File: src/rtl/mwdm_pkg.sv
// Shared constants, types and duty saturation for the mecanum wheel duty mixer.
`default_nettype none
package mwdm_pkg;

   localparam int NumWheels   = 4;
   localparam int StickW      = 8;
   localparam int DeadW       = 8;
   localparam int DutyW       = 10;
   localparam int SumW        = 14;
   localparam int DutyMax     = 999;
   localparam int StickCenter = 128;
   localparam int Deadband    = 3;
   localparam int StickLow    = StickCenter - Deadband;
   localparam int StickHigh   = StickCenter + Deadband;

   localparam int CsrIndexW   = 3;
   localparam logic [CsrIndexW-1:0] CsrDeadA = 3'd0;
   localparam logic [CsrIndexW-1:0] CsrDeadB = 3'd1;
   localparam logic [CsrIndexW-1:0] CsrDeadC = 3'd2;
   localparam logic [CsrIndexW-1:0] CsrDeadD = 3'd3;
   localparam logic [DeadW-1:0]     DeadReset = 8'd90;

   typedef logic [NumWheels-1:0][DeadW-1:0] dead_arr_type;

   typedef struct packed {
      logic [NumWheels-1:0][DutyW-1:0] duty;
      logic [NumWheels-1:0]            fwd;
   } mix_result_type;

   // magnitude of sum/4 truncated toward zero, clipped to the duty ceiling
   function automatic logic [DutyW-1:0] duty_sat(input logic signed [SumW-1:0] sum);
      logic [SumW-1:0]   mag;
      logic [SumW-3:0]   quo;
      mag = sum[SumW-1] ? $unsigned(-sum) : $unsigned(sum);
      quo = mag[SumW-1:2];
      return (quo > (SumW-2)'(DutyMax)) ? DutyW'(DutyMax) : quo[DutyW-1:0];
   endfunction

endpackage
`default_nettype wire

File: src/rtl/mecanum_wheel_duty_mixer_core.sv
// Top level of the mecanum wheel duty mixer: input stage, result stage, CSRs.
//
// Usage:
//   req_* carries one joystick sample (x, y, z, centre 128) per beat; a beat is
//   taken on a rising edge with req_valid high and req_stall low.
//   rsp_* returns one beat per sample: four duties (0..999) and four
//   direction bits; the receiver holds rsp_stall high to pause it.
//   csr_* writes the four dead-width registers (index 0..3, others ignored);
//   write only while no sample is in flight.
// Path: a request beat reaches the response through the input register,
//   then the result register, with the mixing logic between them.
// Throughput: one sample per cycle while the result stage is not stalled;
//   while a result waits to be taken, the input stage takes at most one beat.
// Reset (synchronous): both stages empty, dead widths 90, direction state
//   set backward for all motors.
// Stall: a stalled result holds; the input stage then fills and req_stall
//   rises until the result beat is taken.
`default_nettype none
module mecanum_wheel_duty_mixer_core
   import mwdm_pkg::*;
(
   input  wire logic                 clock,
   input  wire logic                 reset,

   input  wire logic                 req_valid,
   output      logic                 req_stall,
   input  wire logic [StickW-1:0]    req_stick_x,
   input  wire logic [StickW-1:0]    req_stick_y,
   input  wire logic [StickW-1:0]    req_stick_z,

   output      logic                 rsp_valid,
   input  wire logic                 rsp_stall,
   output      logic [DutyW-1:0]     rsp_duty_one,
   output      logic [DutyW-1:0]     rsp_duty_two,
   output      logic [DutyW-1:0]     rsp_duty_three,
   output      logic [DutyW-1:0]     rsp_duty_four,
   output      logic                 rsp_fwd_one,
   output      logic                 rsp_fwd_two,
   output      logic                 rsp_fwd_three,
   output      logic                 rsp_fwd_four,

   input  wire logic                 csr_write_enable,
   input  wire logic [CsrIndexW-1:0] csr_index,
   input  wire logic [DeadW-1:0]     csr_wdata
);

   dead_arr_type               dead_ff;
   logic [NumWheels-1:0]       dir_ff;
   logic                       s1_valid_ff;
   logic [StickW-1:0]          s1_x_ff;
   logic [StickW-1:0]          s1_y_ff;
   logic [StickW-1:0]          s1_z_ff;
   logic                       s2_valid_ff;
   mix_result_type             s2_res_ff;
   mix_result_type             s2_res_in;
   logic                       s2_free;
   logic                       s1_move;
   logic                       req_take;

   assign s2_free   = !s2_valid_ff || !rsp_stall;
   assign s1_move   = s1_valid_ff && s2_free;
   assign req_stall = s1_valid_ff && !s2_free;
   assign req_take  = req_valid && !req_stall;

   mwdm_mix u_mix (
      .stick_x    (s1_x_ff),
      .stick_y    (s1_y_ff),
      .stick_z    (s1_z_ff),
      .dead_width (dead_ff),
      .dir_prev   (dir_ff),
      .result     (s2_res_in)
   );

   always_ff @(posedge clock) begin
      if (reset) begin
         dead_ff <= {NumWheels{DeadReset}};
      end else if (csr_write_enable) begin
         case (csr_index)
            CsrDeadA: dead_ff[0] <= csr_wdata;
            CsrDeadB: dead_ff[1] <= csr_wdata;
            CsrDeadC: dead_ff[2] <= csr_wdata;
            CsrDeadD: dead_ff[3] <= csr_wdata;
            default:  dead_ff    <= dead_ff;
         endcase
      end
   end

   always_ff @(posedge clock) begin
      if (reset) begin
         s1_valid_ff <= 1'b0;
         s2_valid_ff <= 1'b0;
         dir_ff      <= '0;
      end else begin
         if (req_take) begin
            s1_valid_ff <= 1'b1;
         end else if (s1_move) begin
            s1_valid_ff <= 1'b0;
         end
         if (s1_move) begin
            s2_valid_ff <= 1'b1;
            dir_ff      <= s2_res_in.fwd;
         end else if (s2_free) begin
            s2_valid_ff <= 1'b0;
         end
      end
   end

   always_ff @(posedge clock) begin
      if (req_take) begin
         s1_x_ff <= req_stick_x;
         s1_y_ff <= req_stick_y;
         s1_z_ff <= req_stick_z;
      end
      if (s1_move) begin
         s2_res_ff <= s2_res_in;
      end
   end

   assign rsp_valid      = s2_valid_ff;
   assign rsp_duty_one   = s2_res_ff.duty[0];
   assign rsp_duty_two   = s2_res_ff.duty[1];
   assign rsp_duty_three = s2_res_ff.duty[2];
   assign rsp_duty_four  = s2_res_ff.duty[3];
   assign rsp_fwd_one    = s2_res_ff.fwd[0];
   assign rsp_fwd_two    = s2_res_ff.fwd[1];
   assign rsp_fwd_three  = s2_res_ff.fwd[2];
   assign rsp_fwd_four   = s2_res_ff.fwd[3];

`ifndef SYNTH
   a_dir_only_on_move: assert property (@(posedge clock) disable iff (reset)
      !$past(s1_move) |-> $stable(dir_ff))
      else $error("direction state changed without a stage move");

   a_fwd_matches_state: assert property (@(posedge clock) disable iff (reset)
      s2_valid_ff |-> (s2_res_ff.fwd == dir_ff))
      else $error("result direction differs from direction state");

   a_duty_ceiling: assert property (@(posedge clock) disable iff (reset)
      s2_valid_ff |-> (s2_res_ff.duty[0] <= DutyW'(DutyMax)) &&
                      (s2_res_ff.duty[1] <= DutyW'(DutyMax)) &&
                      (s2_res_ff.duty[2] <= DutyW'(DutyMax)) &&
                      (s2_res_ff.duty[3] <= DutyW'(DutyMax)))
      else $error("duty above ceiling");

   a_s1_held_when_blocked: assert property (@(posedge clock) disable iff (reset)
      $past(s1_valid_ff && !s1_move) |-> s1_valid_ff)
      else $error("input stage dropped a beat");
`endif

endmodule
`default_nettype wire

File: src/rtl/mwdm_mix.sv
// Combinational wheel mixing: mode select, per-wheel duty and direction update.
`default_nettype none
module mwdm_mix
   import mwdm_pkg::*;
(
   input  wire logic [StickW-1:0]    stick_x,
   input  wire logic [StickW-1:0]    stick_y,
   input  wire logic [StickW-1:0]    stick_z,
   input  wire dead_arr_type         dead_width,
   input  wire logic [NumWheels-1:0] dir_prev,
   output mix_result_type            result
);

   logic                     trans_mode;
   logic                     rot_mode;
   logic signed [9:0]        sxy;
   logic signed [8:0]        dyx;
   logic [8:0]               abs_sxy;
   logic [7:0]               abs_dyx;
   logic [9:0]               p;
   logic [9:0]               q;
   logic signed [7:0]        t;
   logic signed [11:0]       t12;
   logic signed [NumWheels-1:0][11:0] v;
   logic [7:0]               m;
   logic [9:0]               five_m;
   logic [8:0]               a;
   logic [11:0]              five_a;
   logic signed [SumW-1:0]   v14;
   logic signed [SumW-1:0]   sum;

   assign trans_mode = (stick_x < StickW'(StickLow)) || (stick_x > StickW'(StickHigh)) ||
                       (stick_y < StickW'(StickLow)) || (stick_y > StickW'(StickHigh));
   assign rot_mode   = (stick_z < StickW'(StickLow)) || (stick_z > StickW'(StickHigh));

   assign sxy     = $signed(10'd256) - $signed({2'b00, stick_x}) - $signed({2'b00, stick_y});
   assign dyx     = $signed({1'b0, stick_y}) - $signed({1'b0, stick_x});
   assign abs_sxy = sxy[9] ? 9'(-sxy) : sxy[8:0];
   assign abs_dyx = dyx[8] ? 8'(-dyx) : dyx[7:0];
   assign p       = {abs_sxy, 1'b0} + {1'b0, abs_sxy};
   assign q       = {1'b0, abs_dyx, 1'b0} + {2'b00, abs_dyx};
   assign t       = $signed({~stick_z[7], stick_z[6:0]});
   assign t12     = $signed({{4{t[7]}}, t});

   assign v[0] = $signed({2'b00, p}) - t12;
   assign v[1] = $signed({2'b00, q}) + t12;
   assign v[2] = $signed({2'b00, p}) + t12;
   assign v[3] = $signed({2'b00, q}) - t12;

   assign m      = t[7] ? 8'(-t) : {1'b0, t[6:0]};
   assign five_m = {m, 2'b00} + {2'b00, m};
   assign a      = five_m[9:1];
   assign five_a = {1'b0, a, 2'b00} + {3'b000, a};

   always_comb begin
      result.duty = '0;
      result.fwd  = dir_prev;
      v14         = '0;
      sum         = '0;
      if (trans_mode) begin
         for (int k = 0; k < NumWheels; k++) begin
            v14 = $signed({{2{v[k][11]}}, v[k]});
            sum = (v14 <<< 2) + v14 + $signed({4'b0000, dead_width[k], 2'b00});
            result.duty[k] = duty_sat(sum);
         end
         if (sxy < 0) begin
            result.fwd[0] = 1'b1;
            result.fwd[2] = 1'b0;
         end else if (sxy > 0) begin
            result.fwd[0] = 1'b0;
            result.fwd[2] = 1'b1;
         end
         if (dyx > 0) begin
            result.fwd[1] = 1'b0;
            result.fwd[3] = 1'b1;
         end else if (dyx < 0) begin
            result.fwd[1] = 1'b1;
            result.fwd[3] = 1'b0;
         end
      end else if (rot_mode) begin
         for (int k = 0; k < NumWheels; k++) begin
            sum = $signed({2'b00, five_a} + {4'b0000, dead_width[k], 2'b00});
            result.duty[k] = duty_sat(sum);
         end
         result.fwd = {NumWheels{~t[7]}};
      end
   end

endmodule
`default_nettype wire
File: config.mk
export PLATFORM = sky130hd
export DESIGN_NAME = mecanum_wheel_duty_mixer_core
export DESIGN_NICKNAME = d
export VERILOG_FILES = /design/src/rtl/mwdm_pkg.sv /design/src/rtl/mecanum_wheel_duty_mixer_core.sv /design/src/rtl/mwdm_mix.sv
export SDC_FILE = /design/constraint.sdc
export NUM_CORES = 1
export LEC_CHECK = 0
export ABC_CLOCK_PERIOD_IN_PS = 16700
export BUFFER_PORTS_ARGS = -buffer_cell sky130_fd_sc_hd__buf_2
export CAP_MARGIN = 0
export CORE_ASPECT_RATIO = 0.9
export CORE_MARGIN = 3
export CORE_UTILIZATION = 50
export CTS_BUF_LIST = sky130_fd_sc_hd__clkbuf_2 sky130_fd_sc_hd__clkbuf_4 sky130_fd_sc_hd__clkbuf_8
export DETAILED_ROUTE_END_ITERATION = 7
export GPL_ROUTABILITY_DRIVEN = 0
export PLACE_DENSITY_LB_ADDON = 0.08
export SYNTH_ARGS = -nofsm -noshare
export SYNTH_HDL_FRONTEND = slang
export SYNTH_HIERARCHICAL = 1
export SYNTH_SLANG_ARGS = --single-unit
export TNS_END_PERCENT = 50
File: constraint.sdc
create_clock -name clock -period 16.7 [get_ports clock]
set_input_delay 0.835 -clock clock [delete_from_list [all_inputs] [get_ports clock]]
set_output_delay 0.835 -clock clock [all_outputs]
set_load 0.02 [all_outputs]
Yosys cells after proc, flatten, opt, wreduce, memory -nomap -nowiden
Cells that the tools add are included.

storage, ports and cells
  logic and storage cells = 123
  register bits = 106
  output and inout bits = 46
  input bits = 40

operators by class
  bitwise logic cells = 1
  reductions and logical operators = 19
  $add $sub $neg = 34
  $lt $le $gt $ge = 18
  eq/ne operators = 3
  muxes and demuxes = 33

operators with widths
  operator                                                                        number
  14-bit two-way mux                                                              8
  14-bit negator                                                                  8
  12-bit by 10-bit > comparator with 1-bit output (second input constant)         8
  44-bit two-way mux                                                              2
  10-bit two-way mux                                                              8
  14-bit by 11-bit adder with 14-bit output                                       4
  14-bit by 12-bit adder with 14-bit output                                       4
  12-bit by 10-bit adder with 13-bit output                                       4
  11-bit by 8-bit adder with 12-bit output                                        2
  8-bit > comparator (second input constant)                                      3
  8-bit by 7-bit less-than comparator with 1-bit output (second input constant)   3
  11-bit by 8-bit subtractor with 12-bit output                                   2
  8-bit two-way mux                                                               2
  8-bit negator                                                                   2
  11-bit by 9-bit adder with 12-bit output                                        1
  1-bit two-way mux                                                               12
  10-bit by 8-bit adder with 10-bit output                                        1
  10-bit by 9-bit adder with 10-bit output                                        1
  9-bit by 8-bit adder with 10-bit output                                         1
  10-bit by 1-bit > comparator with 1-bit output (second input constant)          1
  10-bit by 1-bit less-than comparator with 1-bit output (second input constant)  1
  10-bit by 9-bit subtractor with 10-bit output                                   1
  9-bit by 8-bit subtractor with 10-bit output (first input constant)             1
  9-bit by 1-bit > comparator with 1-bit output (second input constant)           1
  other kinds (13)                                                                27

Longest topological paths before layout
  depth in word-level cells = 13
  mapped depth = 43
  mapped depth without buffers = 40

Cells and area by module
Netlist, hierarchy kept.

by module, submodules not included
  module                         area each (um2)  cells an instance  times used  sequential area each (um2)
  mwdm_mix                       10,832.9         1,474              1           0.0
  mecanum_wheel_duty_mixer_core  3,560.9          213                1           2,802.7

Worst setup path before layout
OpenSTA, ideal clock, no wires.

  kind = register to register
  from = register s1_y_ff[1]
  to = register s2_res_ff, in the netlist rsp_duty_three[1], data pin
  required time = 16.444 ns
  cell stages (with the launch flop) = 40
  path buffers = 2
  data arrival time = 8.056 ns
  setup time = 0.256 ns
  clock period less this slack = 8.312 ns
  setup slack = 8.388 ns
  path through = edfxtp_1 -> ha_1 -> ha_1 -> inv_1 -> fa_1 -> nor2b_1 -> o21ai_0 -> a21oi_1 -> o21ai_0 -> nand2_1 -> a31o_2 -> clkbuf_1 -> mux2_2 -> ha_1 -> a21o_1 -> a21oi_1 -> o21bai_1 -> a21oi_1 -> [4 not listed] -> a2111oi_0 -> a21oi_1 -> and2_1 -> o21ai_0 -> nand2b_1 -> xnor2_1 -> inv_1 -> fa_1 -> inv_1 -> ha_1 -> or4_1 -> a41o_1 -> a21oi_1 -> xnor2_1 -> o21ai_0 -> mux2i_1 -> o2111ai_1 -> a22o_1

RTL lines
  item                      RTL line                              text
  start: declaration        mecanum_wheel_duty_mixer_core.sv:51   logic [StickW-1:0] s1_y_ff;
  start signal: assignment  mecanum_wheel_duty_mixer_core.sv:111  s1_y_ff <= req_stick_y;
  end signal: assignment    mecanum_wheel_duty_mixer_core.sv:115  s2_res_ff <= s2_res_in;
  end: declaration          mecanum_wheel_duty_mixer_core.sv:54   mix_result_type s2_res_ff;

==> out/results.tsv <==
stage	metric	value	unit
detailed_routing	drtIter0Drc	821	
cells_and_area	fin_nets	2024	
yosys	ys_top_cells_by_count	178 x ha_1, 149 x nor2_1, 137 x inv_1, 109 x a21oi_1, 102 x o21ai_0	
yosys	async_flop_share	0	%
global_routing	antenna_found_initial	0	
setup_path	r2r_slack	7.35	ns
die	start_util	51.1	%
timing	hold_viol_final	0	
timing	max_slew.worst_pin.slew	1.15	ns
cts	cts_tree	built	
setup_path	cp_max_fo	9	
setup_path	crit_path_end_kind	register	
yosys	synth_cell_types	92	
yosys	synth_area_per_cell	8.53	µm²
die	chipHeight	167	µm
cts	root_buffer	clkbuf_8	
setup_path	reg2regPathDepth	37	
yosys	synth_seq_cells	106	
status	status	complete, no violations	
global_routing	grt_pass1_vias	11700	
cts	cts.htree.levels	3	
cts	path_clk_slew	0.12	ns
yosys	ys_seq_area_share	19.5	%
cells_and_area	area_growth	7.22	%
yosys	netlist_area	0.0144	mm²
yosys	synthAdderAreaFrac	22.6	%
job	maxCapViolations	0	
setup_path	r2r_start	s1_x_ff[2]$_DFFE_PP_	
setup_path	crit_type	register to register	
yosys	ys.flop_type	edfxtp_1	
cells_and_area	num_antenna_cells	0	
cells_and_area	multi_input_area	0.0110	mm²
global_routing	grt_pass1_wl	63100	µm
timing	setup_viol	0	
die	core_area	0.0282	mm²
yosys	synth_top_area_share	15.5	%
yosys	synth_xor_area_share	8.64	%
detailed_routing	wl_per_cell	18.8	µm
yosys	syn_inst	1687	
cts	postCtsSetupRepairBufs	0	
yosys	synth.most_common_cell	ha_1	
cts	clockBufferDepth	2	
timing	post-route-period-util	56.0	%
setup_path	startpoint	s1_x_ff[2]$_DFFE_PP_	
cells_and_area	regArea	0.00280	mm²
detailed_routing	routed_wl	39900	µm
global_routing	overflow	0	
detailed_routing	viasPerCell	6.03	
detailed_routing	num_vias	12800	
cts	clock_sinks	106	
timing	finalCriticalPeriod	9.35	ns
timing	slew_viol_final	0	
die	io_pins	86	
cts	cts_buffers	9	
cts	hold_buffers	0	
timing	rsz0062_at_grt	false	
timing	relSlewSlack	23.4	%
die	die_x	185	µm
yosys	synthSimpleGateAreaFrac	17.6	%
detailed_routing	drcViolationCount	0	
yosys	synth_edf_count	68	
yosys	syn_nets	1956	
place	io_buffers	85	
detailed_routing	antenna_left	0	
yosys	synthTopCellsByArea	ha_1 15%, edfxtp_1 14%, fa_1 7.1%	
die	die-area	0.0309	mm²
yosys	synth_top_family_by_area	compound AO/OA/AOI/OAI gates	
cells_and_area	drive_gt1_share	8.47	%
setup_path	reg2reg_to	rsp_duty_three[1]$_DFFE_PP_	
timing	max_freq	107	MHz
cells_and_area	num-fill-cells	2736	
timing	skew	0.0295	ns
place	dp_hpwl	31900	µm
setup_path	start_kind	register	
timing	fin_tns_setup	0	ns
global_routing	grt_usage	25.5	%
detailed_routing	drt_first_pass_iters	5	
cts	ctsResizeCount	0	
yosys	ys_warn_count	6	
yosys	synth.largest_area_cell	ha_1	
setup_path	crit_slowest_cell	mux2i_1	
global_routing	grt_max_degree	51	
cts	clk_latency	0.42	ns
yosys	synth_compound_area_share	23.9	%
setup_path	worstPathArrival	9.53	ns
hold_path	hold_path_class	register to register	
die	fp-row-count	58	
setup_path	crit_required	16.88	ns
setup_path	worstSetupEndpoint	rsp_duty_three[1]$_DFFE_PP_	
yosys	synth_mux_area_share	3.16	%
setup_path	cp_slowest_stage_delay	0.59	ns
## state kept, by name, summed over array words and instances, names as in the netlist, 4 cells and up
name	cells
s1_x_ff	8
rsp_duty_one	10
s1_z_ff	8
rsp_duty_three	10
rsp_duty_two	10
rsp_duty_four	10
s1_y_ff	8
dir_ff	4
dead_ff	32
## per-stage QoR
step | area [µm²] | instances | util [%] | hold slack [ns] | worst slack [ns]
after floorplan | 14400 | 1687 | - | 0.449 | 8.39
after global placement | 15200 | 2104 | 54.0 | 0.460 | 7.68
after detailed placement | 15200 | 2104 | 54.0 | 0.471 | 7.43
after CTS | 15400 | 2120 | 54.8 | 0.489 | 7.40
after global routing | 15400 | 2120 | 54.8 | 0.511 | 6.41
final | 15400 | 2120 | 54.8 | 0.486 | 7.35
## layer usage
metal | track usage (%) | share of wire, % | vias up
met5 | 0 | 0 | -
met2 | 39.5 | 44 | 376
li1 | - | - | 6308
met4 | 7.01 | 2.6 | 0
met3 | 3.06 | 5.5 | 47
met1 | 37.6 | 48 | 6056
## layout make-up
| type | count | share of cell area (%) |
|---|---|---|
| timing repair buffer | 93 | 3.15 |
| inverter | 138 | 3.36 |
| clock inverter | 7 | 0.608 |
| sequential | 106 | 18.2 |
| multi-input combinational | 1407 | 71.0 |
| clock buffer | 9 | 0.803 |
| tap | 360 | 2.92 |
## cells in the final DEF, fill, tap and decap left out, types with 12 or more instances in the layout
cell / Yosys / final
xor2_1: 47 / 47
a21oi_1: 109 / 108
or2_2: 12 / 12
nor2_1: 149 / 148
edfxtp_1: 68 / 68
nor4_1: 14 / 14
dfxtp_1: 38 / 38
o211ai_1: 15 / 15
buf_2: 2 / 85
mux2i_1: 41 / 41
nand3_1: 25 / 25
nor3_1: 35 / 35
a31oi_1: 15 / 15
a21o_1: 39 / 39
or3_1: 15 / 15
o31ai_1: 12 / 12
nand2b_1: 56 / 56
fa_1: 51 / 51
o21a_1: 34 / 34
o21bai_1: 23 / 23
nand2_1: 74 / 74
xnor2_1: 95 / 95
o21ai_0: 102 / 102
nor2b_1: 27 / 27
inv_1: 137 / 137
and3_1: 17 / 17
a211oi_1: 25 / 25
ha_1: 178 / 178
## critical path: cells and delay by family, from the launching register on
kind | cells | cell delay (ns)
AO/OA/AOI/OAI | 16 | 3.32
XOR/XNOR | 3 | 0.95
adder cells (fa/ha/maj) | 6 | 2.33
buffers and inverters | 5 | 0.42
flip-flops | 1 | 0.47
multiplexers | 2 | 0.99
AND/OR/NAND/NOR | 5 | 0.64
## how the worst min path moves through the flow
stage	startpoint	to	slack, ns	depth (start not counted)
after CTS	dir_ff[1]$_SDFFE_PP0P_	dir_ff[1]$_SDFFE_PP0P_	0.49	2
after floorplan	dir_ff[2]$_SDFFE_PP0P_	dir_ff[2]$_SDFFE_PP0P_	0.45	2
after global routing	dir_ff[0]$_SDFFE_PP0P_	dir_ff[0]$_SDFFE_PP0P_	0.51	2
after global placement	dir_ff[1]$_SDFFE_PP0P_	dir_ff[1]$_SDFFE_PP0P_	0.46	2
final	dir_ff[1]$_SDFFE_PP0P_	dir_ff[1]$_SDFFE_PP0P_	0.49	2
after detailed placement	dir_ff[1]$_SDFFE_PP0P_	dir_ff[1]$_SDFFE_PP0P_	0.47	2
## cell families (layout without fill, tap and decap cells)
family / count (synthesis) / count (layout)
buf+inv: 174 / 247
compound gates: 502 / 502
fa+ha+maj: 230 / 230
xor+xnor: 142 / 142
flops: 106 / 106
mux: 45 / 45
simple gates: 488 / 488
Power is left out: the tool's default activity adds up to more than one toggle a clock period on the data nets, which glitch-free logic cannot reach.
